**src/rtl/q2e_pkg.sv**
```systemverilog
// Shared constants, types and the arctangent table of the quaternion to Euler unit.
package q2e_pkg;

  // Number formats
  localparam int QUAT_W         = 16;
  localparam int QUAT_FRAC_BITS = 14;
  localparam int ANGLE_FRAC_BITS = 13;
  localparam int PROD_W         = 2 * QUAT_W;
  localparam int ARG_W          = PROD_W + 2;
  localparam int MAG_W          = ARG_W;

  // Pitch argument brought to Q30
  localparam int S_W            = 30;
  localparam int S_SHIFT        = S_W - 2 * QUAT_FRAC_BITS;

  // Square root of 2^60 - s^2
  localparam int SQ_W           = 2 * S_W;
  localparam int REM_W          = SQ_W + 2;
  localparam int ROOT_STEPS     = S_W + 1;
  localparam int ROOT_W         = S_W + 1;

  // CORDIC datapath
  localparam int CORDIC_STEPS   = 30;
  localparam int CW             = 34;
  localparam int NORM_MSB       = 29;
  localparam int POS_W          = $clog2(MAG_W);
  localparam int TURN_W         = 32;

  localparam logic signed [CW-1:0] HALF_TURN    = CW'(64'sd2147483648);
  localparam logic signed [CW-1:0] QUARTER_TURN = CW'(64'sd1073741824);

  // Turns to radians
  localparam logic [TURN_W-1:0] PI_Q30  = 32'd3373259426;
  localparam int                RAD_SH  = 61 - ANGLE_FRAC_BITS;
  localparam int                RAD_W   = 2 * TURN_W + 1 - RAD_SH + 1;

  // Output fields
  localparam int ROLL_W  = 16;
  localparam int PITCH_W = 15;
  localparam int YAW_W   = 16;

  typedef struct packed {
    logic neg_x;
    logic neg_y;
    logic zero;
    logic clamp;
  } lane_flags_t;

  typedef struct packed {
    logic [MAG_W-1:0] ax;
    logic [MAG_W-1:0] ay;
    lane_flags_t      flags;
  } vec_t;

  typedef struct packed {
    vec_t        roll;
    vec_t        yaw;
    lane_flags_t pitch_flags;
  } side_t;

  typedef struct packed {
    side_t          side;
    logic [S_W-1:0] s;
  } front_t;

  // Arctangent of 2^-i in binary turns (2^32 is one turn)
  function automatic logic [TURN_W-1:0] atan_turn(input logic [4:0] i);
    logic [TURN_W-1:0] r;
    case (i)
      5'd0:    r = 32'h20000000;
      5'd1:    r = 32'h12E4051E;
      5'd2:    r = 32'h09FB385B;
      5'd3:    r = 32'h051111D4;
      5'd4:    r = 32'h028B0D43;
      5'd5:    r = 32'h0145D7E1;
      5'd6:    r = 32'h00A2F61E;
      5'd7:    r = 32'h00517C55;
      5'd8:    r = 32'h0028BE53;
      5'd9:    r = 32'h00145F2F;
      5'd10:   r = 32'h000A2F98;
      5'd11:   r = 32'h000517CC;
      5'd12:   r = 32'h00028BE6;
      5'd13:   r = 32'h000145F3;
      5'd14:   r = 32'h0000A2F9;
      5'd15:   r = 32'h0000517C;
      5'd16:   r = 32'h000028BE;
      5'd17:   r = 32'h0000145F;
      5'd18:   r = 32'h00000A2F;
      5'd19:   r = 32'h00000517;
      5'd20:   r = 32'h0000028B;
      5'd21:   r = 32'h00000145;
      5'd22:   r = 32'h000000A2;
      5'd23:   r = 32'h00000051;
      5'd24:   r = 32'h00000028;
      5'd25:   r = 32'h00000014;
      5'd26:   r = 32'h0000000A;
      5'd27:   r = 32'h00000005;
      5'd28:   r = 32'h00000002;
      5'd29:   r = 32'h00000001;
      default: r = '0;
    endcase
    return r;
  endfunction

  // Magnitude of a signed argument
  function automatic logic [MAG_W-1:0] mag_of(input logic signed [ARG_W-1:0] v);
    logic [MAG_W-1:0] r;
    r = v[ARG_W-1] ? MAG_W'(-v) : MAG_W'(v);
    return r;
  endfunction

endpackage

```
**src/rtl/q2e_rad.sv**
```systemverilog
// Turns to radians: scale by pi, round half up, restore the sign.
module q2e_rad import q2e_pkg::*; (
  input  logic                    clk_i,
  input  logic                    rst_ni,
  input  logic                    valid_i,
  input  logic signed [CW-1:0]    turns_i,
  input  lane_flags_t             flags_i,
  output logic                    valid_o,
  output logic signed [RAD_W-1:0] rad_o,
  output logic                    clamp_o
);

  localparam int PW = 2 * TURN_W;
  localparam logic [PW:0] HALF_LSB = (PW + 1)'(1) << (RAD_SH - 1);

  logic                 v1_q, v2_q;
  logic signed [CW-1:0] t_eff;
  logic [TURN_W-1:0]    m;
  logic [PW-1:0]        prod_q;
  logic                 neg_q, clamp1_q, clamp2_q;
  logic [PW:0]          sum;
  logic [RAD_W-1:0]     r;
  logic signed [RAD_W-1:0] rad_q;

  // Replace a saturated pitch by the quarter turn, then take the magnitude
  always_comb begin
    if (flags_i.clamp) begin
      t_eff = flags_i.neg_y ? -QUARTER_TURN : QUARTER_TURN;
    end else begin
      t_eff = turns_i;
    end
    m = t_eff[CW-1] ? TURN_W'(-t_eff) : TURN_W'(t_eff);
  end

  always_ff @(posedge clk_i or negedge rst_ni) begin
    if (!rst_ni) begin
      v1_q <= 1'b0;
      v2_q <= 1'b0;
    end else begin
      v1_q <= valid_i;
      v2_q <= v1_q;
    end
  end

  // Round the scaled magnitude and apply the sign
  always_comb begin
    sum = {1'b0, prod_q} + HALF_LSB;
    r   = RAD_W'(sum >> RAD_SH);
  end

  always_ff @(posedge clk_i) begin
    prod_q   <= m * PI_Q30;
    neg_q    <= t_eff[CW-1];
    clamp1_q <= flags_i.clamp;
    rad_q    <= neg_q ? -$signed(r) : $signed(r);
    clamp2_q <= clamp1_q;
  end

  assign valid_o = v2_q;
  assign rad_o   = rad_q;
  assign clamp_o = clamp2_q;

endmodule

```
**config.mk**
```make
export PLATFORM = sky130hd
export DESIGN_NAME = q2e_rad
export DESIGN_NICKNAME = d
export VERILOG_FILES = /design/src/rtl/q2e_pkg.sv /design/src/rtl/q2e_rad.sv
export SDC_FILE = /design/constraint.sdc
export NUM_CORES = 1
export LEC_CHECK = 0
export BUFFER_PORTS_ARGS = -buffer_cell sky130_fd_sc_hd__buf_2
export CORE_MARGIN = 1
export CORE_UTILIZATION = 39
export CTS_CLUSTER_DIAMETER = 200
export DETAILED_ROUTE_END_ITERATION = 7
export GPL_ROUTABILITY_DRIVEN = 0
export GPL_TIMING_DRIVEN = 0
export PLACE_DENSITY_LB_ADDON = 0.25
export SLEW_MARGIN = 25
export SYNTH_ARGS = -nofsm -noshare
export SYNTH_HDL_FRONTEND = slang
export SYNTH_SLANG_ARGS = --single-unit
```
**constraint.sdc**
```tcl
create_clock -name clk_i -period 5.3 [get_ports clk_i]
set_input_delay 0.53 -clock clk_i [delete_from_list [all_inputs] [get_ports clk_i]]
set_output_delay 0.53 -clock clk_i [all_outputs]
set_load 0.01 [all_outputs]
```
## Yosys cells after proc, flatten, opt, wreduce, memory -nomap -nowiden

Index checks and enable logic that the tools add are counted.

- Register bits: 86
- Latch bits: 0
- RAM bits: 0
- ROM bits: 0
- Input bits: 41
- Output and inout port bits: 20
- Word-level logic and storage cells: 16
- Memories kept: 0

- Add/sub/neg operators: 3
- Multipliers: 1
- Divide/modulo/power cells: 0
- Magnitude comparators: 0
- Eq/ne operators: 0
- Shifts and indexed selects: 0
- Multiplexer cells: 4
- Bitwise logic cells: 0
- Reductions and logical operators: 0

Operators with widths:

| cell | number |
|---|---|
| $mux W34 | 2 |
| $add A64 B48 Y65 const B | 1 |
| $mul A32 B31 Y63 const B | 1 |
| $mux W32 | 1 |
| $neg A32 Y32 | 1 |
| $neg A17 Y18 | 1 |
| $mux W17 | 1 |

## Logic depth before layout (Yosys ltp)

Gate-level depths: netlist of run 1.

- Depth after elaboration: 5
- Mapped depth: 38
- Gate-level depth less buffers: 33

## Worst setup path after synthesis of run 1

Ideal clock, no wire load.

- Path kind: input-to-reg
- Start point: input port flags_i[0] in the netlist's numbering
- End point: register prod_q[58]
- Setup time: 0.123 ns
- Data arrival time: 8.737 ns
- Data required time: 5.177 ns
- Path slack: -3.559 ns
- Stages on the path: 37
- Cells stage by stage: clkbuf_1 clkbuf_1 buf_1 clkbuf_1 nand2b_1 ha_1 buf_2 and4_1 a21oi_1 and3b_1 or3_1 buf_2 buf_6 nor2_2 nor2_1 a21oi_1 inv_1 fa_1 fa_1 inv_1 ha_1 inv_1 fa_1 inv_1 fa_1 fa_1 ha_1 ha_1 a211o_1 o211ai_1 a21oi_1 o41ai_1 a21o_1 a31oi_2 a311oi_1 o21ai_1 xor2_1

- Cells in the longest elaborated chain, start to end: 4

RTL lines:

| element | line | source |
|---|---|---|
| start, declared | q2e_rad.sv:7 | `input lane_flags_t flags_i,` |
| $mux W34 * | q2e_rad.sv:27 | `if (flags_i.clamp) begin` |
| $neg A32 Y32 | q2e_rad.sv:32 | `m = t_eff[CW-1] ? TURN_W'(-t_eff) : TURN_W'(t_eff);` |
| $mux W32 * | q2e_rad.sv:32 |  |
| $mul A32 B31 Y63 * | q2e_rad.sv:52 | `prod_q <= m * PI_Q30;` |
| end signal, assigned | q2e_rad.sv:52 |  |
| end, declared | q2e_rad.sv:19 | `logic [PW-1:0] prod_q;` |

Mark *: on every way between the ends. The rest lies on a longest branch, timed or not.
A chain may end at the register's enable or synchronous reset.

## Final worst setup path of run 1

- Start point: input port flags_i[0] in the netlist's numbering
- End point: register prod_q[63]

The elaborated chain is that of the path after synthesis.

==> out/qor.yml, run 1 <==
dp_hpwl_um: 41600
status: "finished, violations left"
clk_path_buf_depth: 2
final_core_util: 0.489
core_area_um2: 45600
grt_start_max_net_pins: 14
synth_area_leader_cell: "fa_1"
ys_ff_latch: 40
cts.sinks: 40
layout.nets: 2808
grt_setup_unrepaired: "true"
hold_violations: 0
critPathMaxFanout: 5
slew_headroom: 0.499
synth_flop_cell: "dfxtp_1"
grt_pass1_wl_um: 78900
io_buffers: 57
htree_levels: 2
grt_pass1_vias: 14000
overflow: 0
synth.most_common_cell: "inv_1"
synth.top_cell.area_share: 0.319
crit_required_ns: 5.46
vias: 13600
fin_hold_ws_ns: 0.0244
drv_cap: 0
async_flop_share: 0.0500
cts_tree: "yes"
cts_root_buffer: "clkbuf_16"
drt_pre_antenna_iters: 5
drc: 0
setup_violations: 17
crit_top_cell: "fa_1"
cp-end-kind: "register"
arrival_ns: 8.48
antenna_found_initial: 0
syn_area_per_cell_um2: 9.51
yosys_warnings: 0
area_delta_synth_final_pct: 23.3
initial_core_util: 0.396
rows: 78
syn_area_um2: 18100
postCtsHoldBufs: 0
clk_latency_ns: 0.28
synth_edf_count: 0
clock.fmax_mhz: 120
crit_path_top_delay_cell: "fa_1"
drt_wl_total_um: 51000
dieArea_um2: 47200
worst_pin_slew_ns: 0.752
max_stage_delay_ns: 0.57
cts_made_buffers: 5
synth_nets: 2626
skew_ns: 0.00395
syn_inst: 1900
io_pins: 61
drt_iter0_drc: 772
dieHeight_um: 217
clk_transition_reported_paths_ns: 0.06
route.detailed.vias_per_inst: 5.08
hp-class: "in -> async"
ys_types: 81
postRouteAntennaNets: 0
timing.final.ws_setup_ns: -3.02
drive_gt1_frac: 0.235
drv_slew: 0
die_w_um: 217
synth_common_cells: "inv_1, ha_1, fa_1"
fin_crit_sh: 1.57
violations: "setup timing"
diodes: 0
min_period_ns: 8.32
synth_area_leaders: "fa_1, ha_1, inv_1"
ys_seq_area_frac: 0.0449
wl_per_cell_um: 19.0
worstSetupPathType: "in -> reg"
track_usage: 0.216
critPathLaunchType: "input port"
n_fill_cell: 4151
## path summary, 6_finish.rpt
kind | depth (start not counted) | slack, ns | start | endpoint
max reg2reg | 10 | 2.39 | prod_q[47] | rad_o[11]
min | 1 | 0.02 | rst_ni | valid_o
max in group asynchronous | 1 | 5.18 | rst_ni | v1_q
min reg2reg | 0 | 0.33 | clamp1_q | clamp_o
max | 36 | -3.02 | flags_i[0] | prod_q[63]
min in group clk_i | 0 | 0.33 | clamp1_q | clamp_o
## placed cells by master (no fill, tap or decap), types with 16 or more instances in the layout
cell type,synthesis,layout
fa_1,288,269
buf_2,9,60
nand2_1,41,33
nor2_2,5,16
a21oi_2,2,16
buf_6,3,17
a21o_1,63,63
a21oi_1,75,52
ha_1,397,334
inv_1,428,411
buf_4,5,105
nor2_1,83,57
xnor2_2,1,17
fa_2,0,19
nand3_1,21,18
o21ai_0,50,41
nor3_1,24,19
dfxtp_1,38,38
nor2_4,3,18
xnor2_1,95,75
ha_4,0,54
xor2_1,57,49
## cell type report
| class | instances | area, um^2 | area share |
|---|---|---|---|
| clock buffer | 6 | 139 | 0.00623 |
| multi-input combinational | 1394 | 17200 | 0.773 |
| buffer | 29 | 308 | 0.0138 |
| timing repair buffer | 177 | 1340 | 0.0603 |
| clock inverter | 2 | 38.8 | 0.00174 |
| inverter | 435 | 1670 | 0.0747 |
| sequential | 40 | 811 | 0.0364 |
| tap | 600 | 751 | 0.0337 |
## registers in the layout, indices dropped and copies added (netlist names)
register  flops
rad_o        18
v1_q          1
clamp1_q      1
neg_q         1
prod_q       17
clamp_o       1
valid_o       1
## cell families after synthesis
family / synth area share
muxes: 0.00235
xor gates and xnor gates: 0.0785
and+or+nand+nor: 0.0825
buffers and inverters: 0.100
adders and majority gates: 0.594
DFF: 0.0449
AOI/OAI and AO/OA: 0.0973
## through the flow
stage / cells / cell area (um^2) / TNS [ns] / worst slack (ns)
after floorplan: 1900 / 18500 / -42.11 / -2.67
after global placement: 2557 / 19500 / -85.26 / -5.53
after detailed placement: 2558 / 19500 / -77.58 / -5.27
after CTS: 2648 / 21400 / -47.92 / -3.07
after global routing: 2683 / 22300 / -52.05 / -3.28
final: 2683 / 22300 / -48.00 / -3.02
## worst max-delay path: cells and delay by family
| kind | cells | cell delay [ns] |
|---|---|---|
| buf+inv | 11 | 1.30 |
| compound gates | 7 | 1.31 |
| simple gates | 9 | 1.79 |
| fa+ha+maj | 9 | 3.53 |
## timing repair
item / in CTS / in global routing
buffers inserted: 82 / 36
cloned: 1 / 0
setup endpoints to repair: 17 / 17
endpoints found under the hold margin: 0 / 0
gates resized for setup: 204 / 108
pin swaps: 70 / 97
## routing by layer
layer	global-route usage	vias to the layer above	wire length (um)
li1	-	6526	-
met1	0.316	6710	24400
met2	0.352	342	23200
met3	0.0159	59	2210
met4	0.0408	0	1170
met5	0	-	0
Power of run 1 is not shown: default switching activity piles up to over one toggle a cycle in this logic, so the estimate is an artifact.
==> inputs of run 2 (changes only) <==
CTS_BUF_LIST = sky130_fd_sc_hd__clkbuf_4   (was unset)
MAX_ROUTING_LAYER = met4   (was unset)
SLEW_MARGIN = unset   (was 25)
==> run 2 against run 1 <==
Effect of this change:
- the run still ends with setup timing left
- critical path depth is 2 higher
- first-iteration DRC count is 10% higher
- routed wire length is 0.62% higher
- cell area is 0.27% higher
- core utilization is 0.13 points higher
- global-route usage is 0.70 points higher
- worst hold slack better by 0.26 ns
- maximum frequency is 0.38% higher
- clock skew is 0.0032 ns higher
- die area stayed put
- cell count hardly changed
==> out/qor.yml, run 2 (same netlist as run 1, synthesis figures left out) <==
clk_latency_ns: 0.34  # +0.06 ns
io_pins: 61  # unchanged
critPathMaxFanout: 5  # unchanged
largest_register_ffs: 18  # unchanged
dieHeight_um: 217  # unchanged
mostFrequentLayoutCells: "inv_1, ha_1, fa_1"
post_dp_cell_area_um2: 19500  # -0.14%
track_usage: 0.223  # +0.00700
dp_hpwl_um: 41700  # +0.25%
grt_start_max_net_pins: 14  # unchanged
arrival_ns: 8.53  # +0.05 ns
rows: 78  # unchanged
wl_per_cell_um: 19.1  # +0.54%
drc: 0  # unchanged
post-route-cell-area_um2: 22300  # +0.27%
violations: "setup timing"
route.detailed.vias_per_inst: 5.11  # +0.61%
clock.fmax_mhz: 121  # +0.38%
dieArea_um2: 47200  # unchanged
cts.sinks: 40  # unchanged
fin_cells: 2685  # +0.075%
clk_transition_reported_paths_ns: 0.12  # +0.06 ns
cts_made_buffers: 5  # unchanged
worst_pin_slew_ns: 0.987  # +0.236 ns
area_delta_synth_final_pct: 23.7
grt_pass1_wl_um: 79100  # +0.37%
setup_violations: 17  # unchanged
r2r-start: "prod_q[47]"
overflow: 0  # unchanged
min_period_ns: 8.29  # -0.0311 ns
slew_headroom: 0.339  # -0.159
postRouteAntennaNets: 0  # unchanged
fin_crit_sh: 1.56  # -0.00587
drive_gt1_frac: 0.246  # +0.0104
worstSetupPathType: "in -> reg"
cts_tree: "yes"
initial_core_util: 0.396  # unchanged
max_stage_delay_ns: 0.53  # -0.04 ns
hold_violations: 0  # unchanged
drv_cap: 0  # unchanged
crit_path_top_delay_cell: "fa_1"
crit_start: "flags_i[0]"
r2r_cells: 10  # unchanged
die_w_um: 217  # unchanged
crit_required_ns: 5.53  # +0.07 ns
vias: 13700  # +0.69%
timing.final.ws_setup_ns: -2.99  # +0.0311 ns
critPathLaunchType: "input port"
r2r_slack_ns: 2.46  # +0.07 ns
cts_root_buffer: "clkbuf_4"
grt_setup_unrepaired: "true"
r2r_end: "rad_o[11]"
placed_cells: 2558  # unchanged
io_buffers: 57  # unchanged
status: "finished, violations left"
endpoint: "prod_q[63]"
grt_pass1_vias: 14100  # +1.1%
final_common_cell: "inv_1"
hp-class: "in -> reg"
clk_path_buf_depth: 2  # unchanged
antenna_found_initial: 1  # +1
drt_iter0_drc: 852  # +10%
core_area_um2: 45600  # unchanged
skew_ns: 0.00720  # +0.00324 ns
fin_hold_ws_ns: 0.288  # +0.264 ns
htree_levels: 2  # unchanged
drt_pre_antenna_iters: 6  # +1
layout.nets: 2809  # +0.036%
drv_slew: 0  # unchanged
cp-end-kind: "register"
drt_wl_total_um: 51300  # +0.62%
-- run 2: timing repair --
action                                 in CTS  in global routing
buffers inserted                           83                 36
resized for setup                         246                105
endpoints found under the hold margin       2                  0
setup endpoints to repair                  17                 17
pin swaps                                  96                106
cloned                                      1                  0
hold buffers                                1                  0
-- run 2: worst max-delay path, delay by kind of cell --
| kind | cells | cell delay, ns |
|---|---|---|
| AND/OR/NAND/NOR | 11 | 1.70 |
| buffers and inverters | 12 | 1.37 |
| XOR/XNOR | 1 | 0.28 |
| adder cells (fa/ha/maj) | 10 | 3.64 |
| AO/OA/AOI/OAI | 4 | 0.97 |
-- run 2: layout make-up --
cell class	count	area, um^2
diodes	1	2.50
flip-flops and latches	40	811
inverters	435	1670
multi-input cells	1394	17400
plain buffers	29	317
clock inverters	3	42.5
repair buffers	178	1310
well taps	600	751
clock buffers	5	37.5
fillers	4135	23200
-- run 2: worst min path at each step --
stage,slack [ns],depth (start not counted),startpoint,to
floorplan,0.23,0,rst_ni,v1_q
global placement,0.31,1,rst_ni,v1_q
detailed placement,0.32,1,rst_ni,valid_o
CTS,0.27,1,valid_i,v1_q
global route,0.25,1,valid_i,v1_q
finish,0.29,1,valid_i,v1_q
-- run 2: through the flow --
step           setup WS [ns]  setup TNS, ns   util
3_5_place_dp           -5.60         -86.14  0.428
2_1_floorplan          -2.67         -42.11      -
4_1_cts                -2.93         -45.74  0.472
6_report               -2.99         -46.83  0.490
3_3_place_gp           -5.53         -85.26  0.428
5_1_grt                -3.11         -49.02  0.490
-- run 2: metal layers --
layer	global-route usage	vias up	share of wire
met5	-	-	0
met4	0.0352	0	0.018
met3	0.0151	51	0.044
met2	0.353	348	0.46
met1	0.319	6795	0.48
li1	-	6537	-
Power of run 2 is left out for the same reason.
==> inputs of run 3 (changes only) <==
ABC_AREA = 1   (was unset)
CORE_UTILIZATION = 40   (was 39)
==> run 3 against run 2 <==
Effect of this change:
- the run still ends with setup timing left
- sequential share of layout area is 0.26 points lower
- area after synthesis is 8.0% higher
- first-iteration DRC count is 19% higher
- cell count is 20% higher
- synthesized cell count is 28% higher
- critical path depth is 3 lower
- via count is 18% higher
- worst setup slack better by 1.0 ns
- worst hold slack better by 0.0068 ns
==> out/qor.yml, run 3 <==
path_buf_inv: 9  # -3
setup_violations: 17  # unchanged
drv_cap: 0  # unchanged
crit_required_ns: 5.57  # +0.04 ns
violations: "setup timing"
initial_core_util: 0.407  # +0.0107
syn_area_per_cell_um2: 8.05  # -15%
grt_pass1_wl_um: 90600  # +14%
max_stage_delay_ns: 0.59  # +0.06 ns
ys_ff_latch: 40  # unchanged
fin_crit_sh: 1.37  # -0.192
timing.final.ws_setup_ns: -1.97  # +1.02 ns
skew_ns: 0.00708  # -0.000119 ns
layout.nets: 3326  # +18%
drt_wl_total_um: 57700  # +12%
cts_tree: "yes"
route.detailed.vias_per_inst: 5.05  # -1.3%
synth_common_cells: "inv_1, ha_1, nand2_1"
crit_path_top_delay_cell: "fa_2"
cp_top_family: "adder cells"
clk_path_buf_depth: 2  # unchanged
arrival_ns: 7.54  # -0.99 ns
htree_levels: 2  # unchanged
wl_per_cell_um: 17.9  # -6.2%
multi_input_area_um2: 18600  # +6.7%
async_flop_share: 0.0500  # unchanged
clock.fmax_mhz: 138  # +14%
synth.most_common_cell: "inv_1"
overflow: 0  # unchanged
critPathLaunchType: "input port"
dieArea_um2: 49700  # +5.3%
cp-end-kind: "register"
antenna_found_initial: 1  # unchanged
grt_start_max_net_pins: 13  # -1
register_area_um2: 811  # unchanged
drv_slew: 0  # unchanged
syn_area_um2: 19500  # +8.0%
worst_pin_slew_ns: 0.676  # -0.312 ns
yosys_warnings: 0  # unchanged
grt_pass1_vias: 17000  # +21%
hold_violations: 0  # unchanged
critPathMaxFanout: 10  # +5
cts_root_buffer: "clkbuf_4"
grt_setup_unrepaired: "true"
synth_flop_cell: "dfxtp_1"
cts_made_buffers: 5  # unchanged
vias: 16200  # +18%
area_delta_synth_final_pct: 23.2
largest_register_ffs: 18  # unchanged
rows: 80  # +2.6%
synth_area_leaders: "fa_1, ha_1, inv_1"
final_common_cell: "inv_1"
ys_types: 52  # -36%
min_period_ns: 7.27  # -1.02 ns
worstSetupPathType: "in -> reg"
clk_transition_reported_paths_ns: 0.11  # about the same
drt_pre_antenna_iters: 6  # unchanged
synth.top_cell.area_share: 0.295  # -0.0237
drc: 0  # unchanged
cts.sinks: 40  # unchanged
core_area_um2: 47900  # +5.2%
synth_nets: 3151  # +20%
die_w_um: 223  # +2.6%
synth_edf_count: 0  # unchanged
ys_seq_area_frac: 0.0415  # -0.00334
n_fill_cell: 4426  # +7.0%
postRouteAntennaNets: 0  # unchanged
dp_hpwl_um: 48700  # +17%
mostFrequentLayoutCells: "inv_1, ha_1, nand2_1"
io_pins: 61  # unchanged
slew_headroom: 0.548  # +0.209
io_buffers: 57  # unchanged
syn_inst: 2425  # +28%
hp-class: "in -> reg"
drt_iter0_drc: 1018  # +19%
track_usage: 0.241  # +0.0178
synth_area_leader_cell: "fa_1"
dieHeight_um: 223  # +2.6%
drive_gt1_frac: 0.246  # +0.000378
status: "finished, violations left"
fin_hold_ws_ns: 0.295  # +0.00683 ns
clk_latency_ns: 0.34  # about the same
-- run 3: changes by cell type after synthesis, sizes merged, moves of 17 or more --
cell | previous run | this run
xor2 | 58 | 89
nand3 | 21 | 59
o21ai | 53 | 80
inv | 433 | 619
xnor2 | 98 | 15
nand2b | 18 | 1
nor2 | 91 | 185
nand2 | 42 | 414
a21o | 63 | 29
-- run 3: cell type report --
class,count,share of cell area
diodes,1,0.000104
clock buffers,5,0.00156
inverters,619,0.0990
clock inverters,3,0.000572
well taps,615,0.0320
multi-input cells,1751,0.772
plain buffers,15,0.00879
flip-flops and latches,40,0.0337
repair buffers,168,0.0523
-- run 3: through the flow --
stage | instance area [um^2] | worst slack (ns) | setup TNS [ns] | cells | util
CTS | 22900 | -1.77 | -28.92 | 3187 | 0.478
global route | 24000 | -2.19 | -34.70 | 3217 | 0.501
floorplan | 19900 | -1.77 | -27.92 | 2425 | -
finish | 24000 | -1.97 | -31.37 | 3217 | 0.501
detailed placement | 21000 | -3.68 | -57.33 | 3097 | 0.437
global placement | 21000 | -3.67 | -57.64 | 3097 | 0.437
-- run 3: logic make-up (layout without fill, tap and decap cells) --
| family | Yosys count | after routing | share of synthesized area |
|---|---|---|---|
| buf+inv | 634 | 810 | 0.125 |
| other cells | 0 | 1 | 0 |
| flops | 40 | 40 | 0.0415 |
| compound gates | 242 | 242 | 0.0742 |
| fa+ha+maj | 685 | 685 | 0.550 |
| xor+xnor | 104 | 104 | 0.0488 |
| simple gates | 720 | 720 | 0.160 |
-- run 3: metal layers --
metal  global-route usage  wire, um
met3               0.0228      3240
met1                0.323     26100
met4               0.0690      1940
met5                    -         0
met2                0.388     26400
-- run 3: final timing paths --
path                       cells after the start         end        from  slack [ns]
max                                           35  prod_q[55]  flags_i[0]       -1.97
min                                            1        v1_q     valid_i        0.29
max reg2reg                                   12   rad_o[11]  prod_q[47]        2.90
min reg2reg                                    0     clamp_o    clamp1_q        0.34
max in group asynchronous                      2     valid_o      rst_ni        4.72
min in group asynchronous                      2        v1_q      rst_ni        0.49
-- run 3: worst reg2reg max path, delay by kind of cell (launching register included) --
family	cells	cell delay [ns]
XOR/XNOR	1	0.14
AO/OA/AOI/OAI	1	0.22
AND/OR/NAND/NOR	7	1.28
adder cells (fa/ha/maj)	1	0.18
buffers and inverters	2	0.14
flip-flops	1	0.35
-- run 3: timing repair --
item,4_1_cts,5_1_grt
pin swaps,106,94
cloned,1,0
setup buffers,80,29
hold buffers,1,0
endpoints found under the hold margin,2,0
setup endpoints to repair,17,17
resized for setup,274,198
Power of run 3 is left out for the same reason.
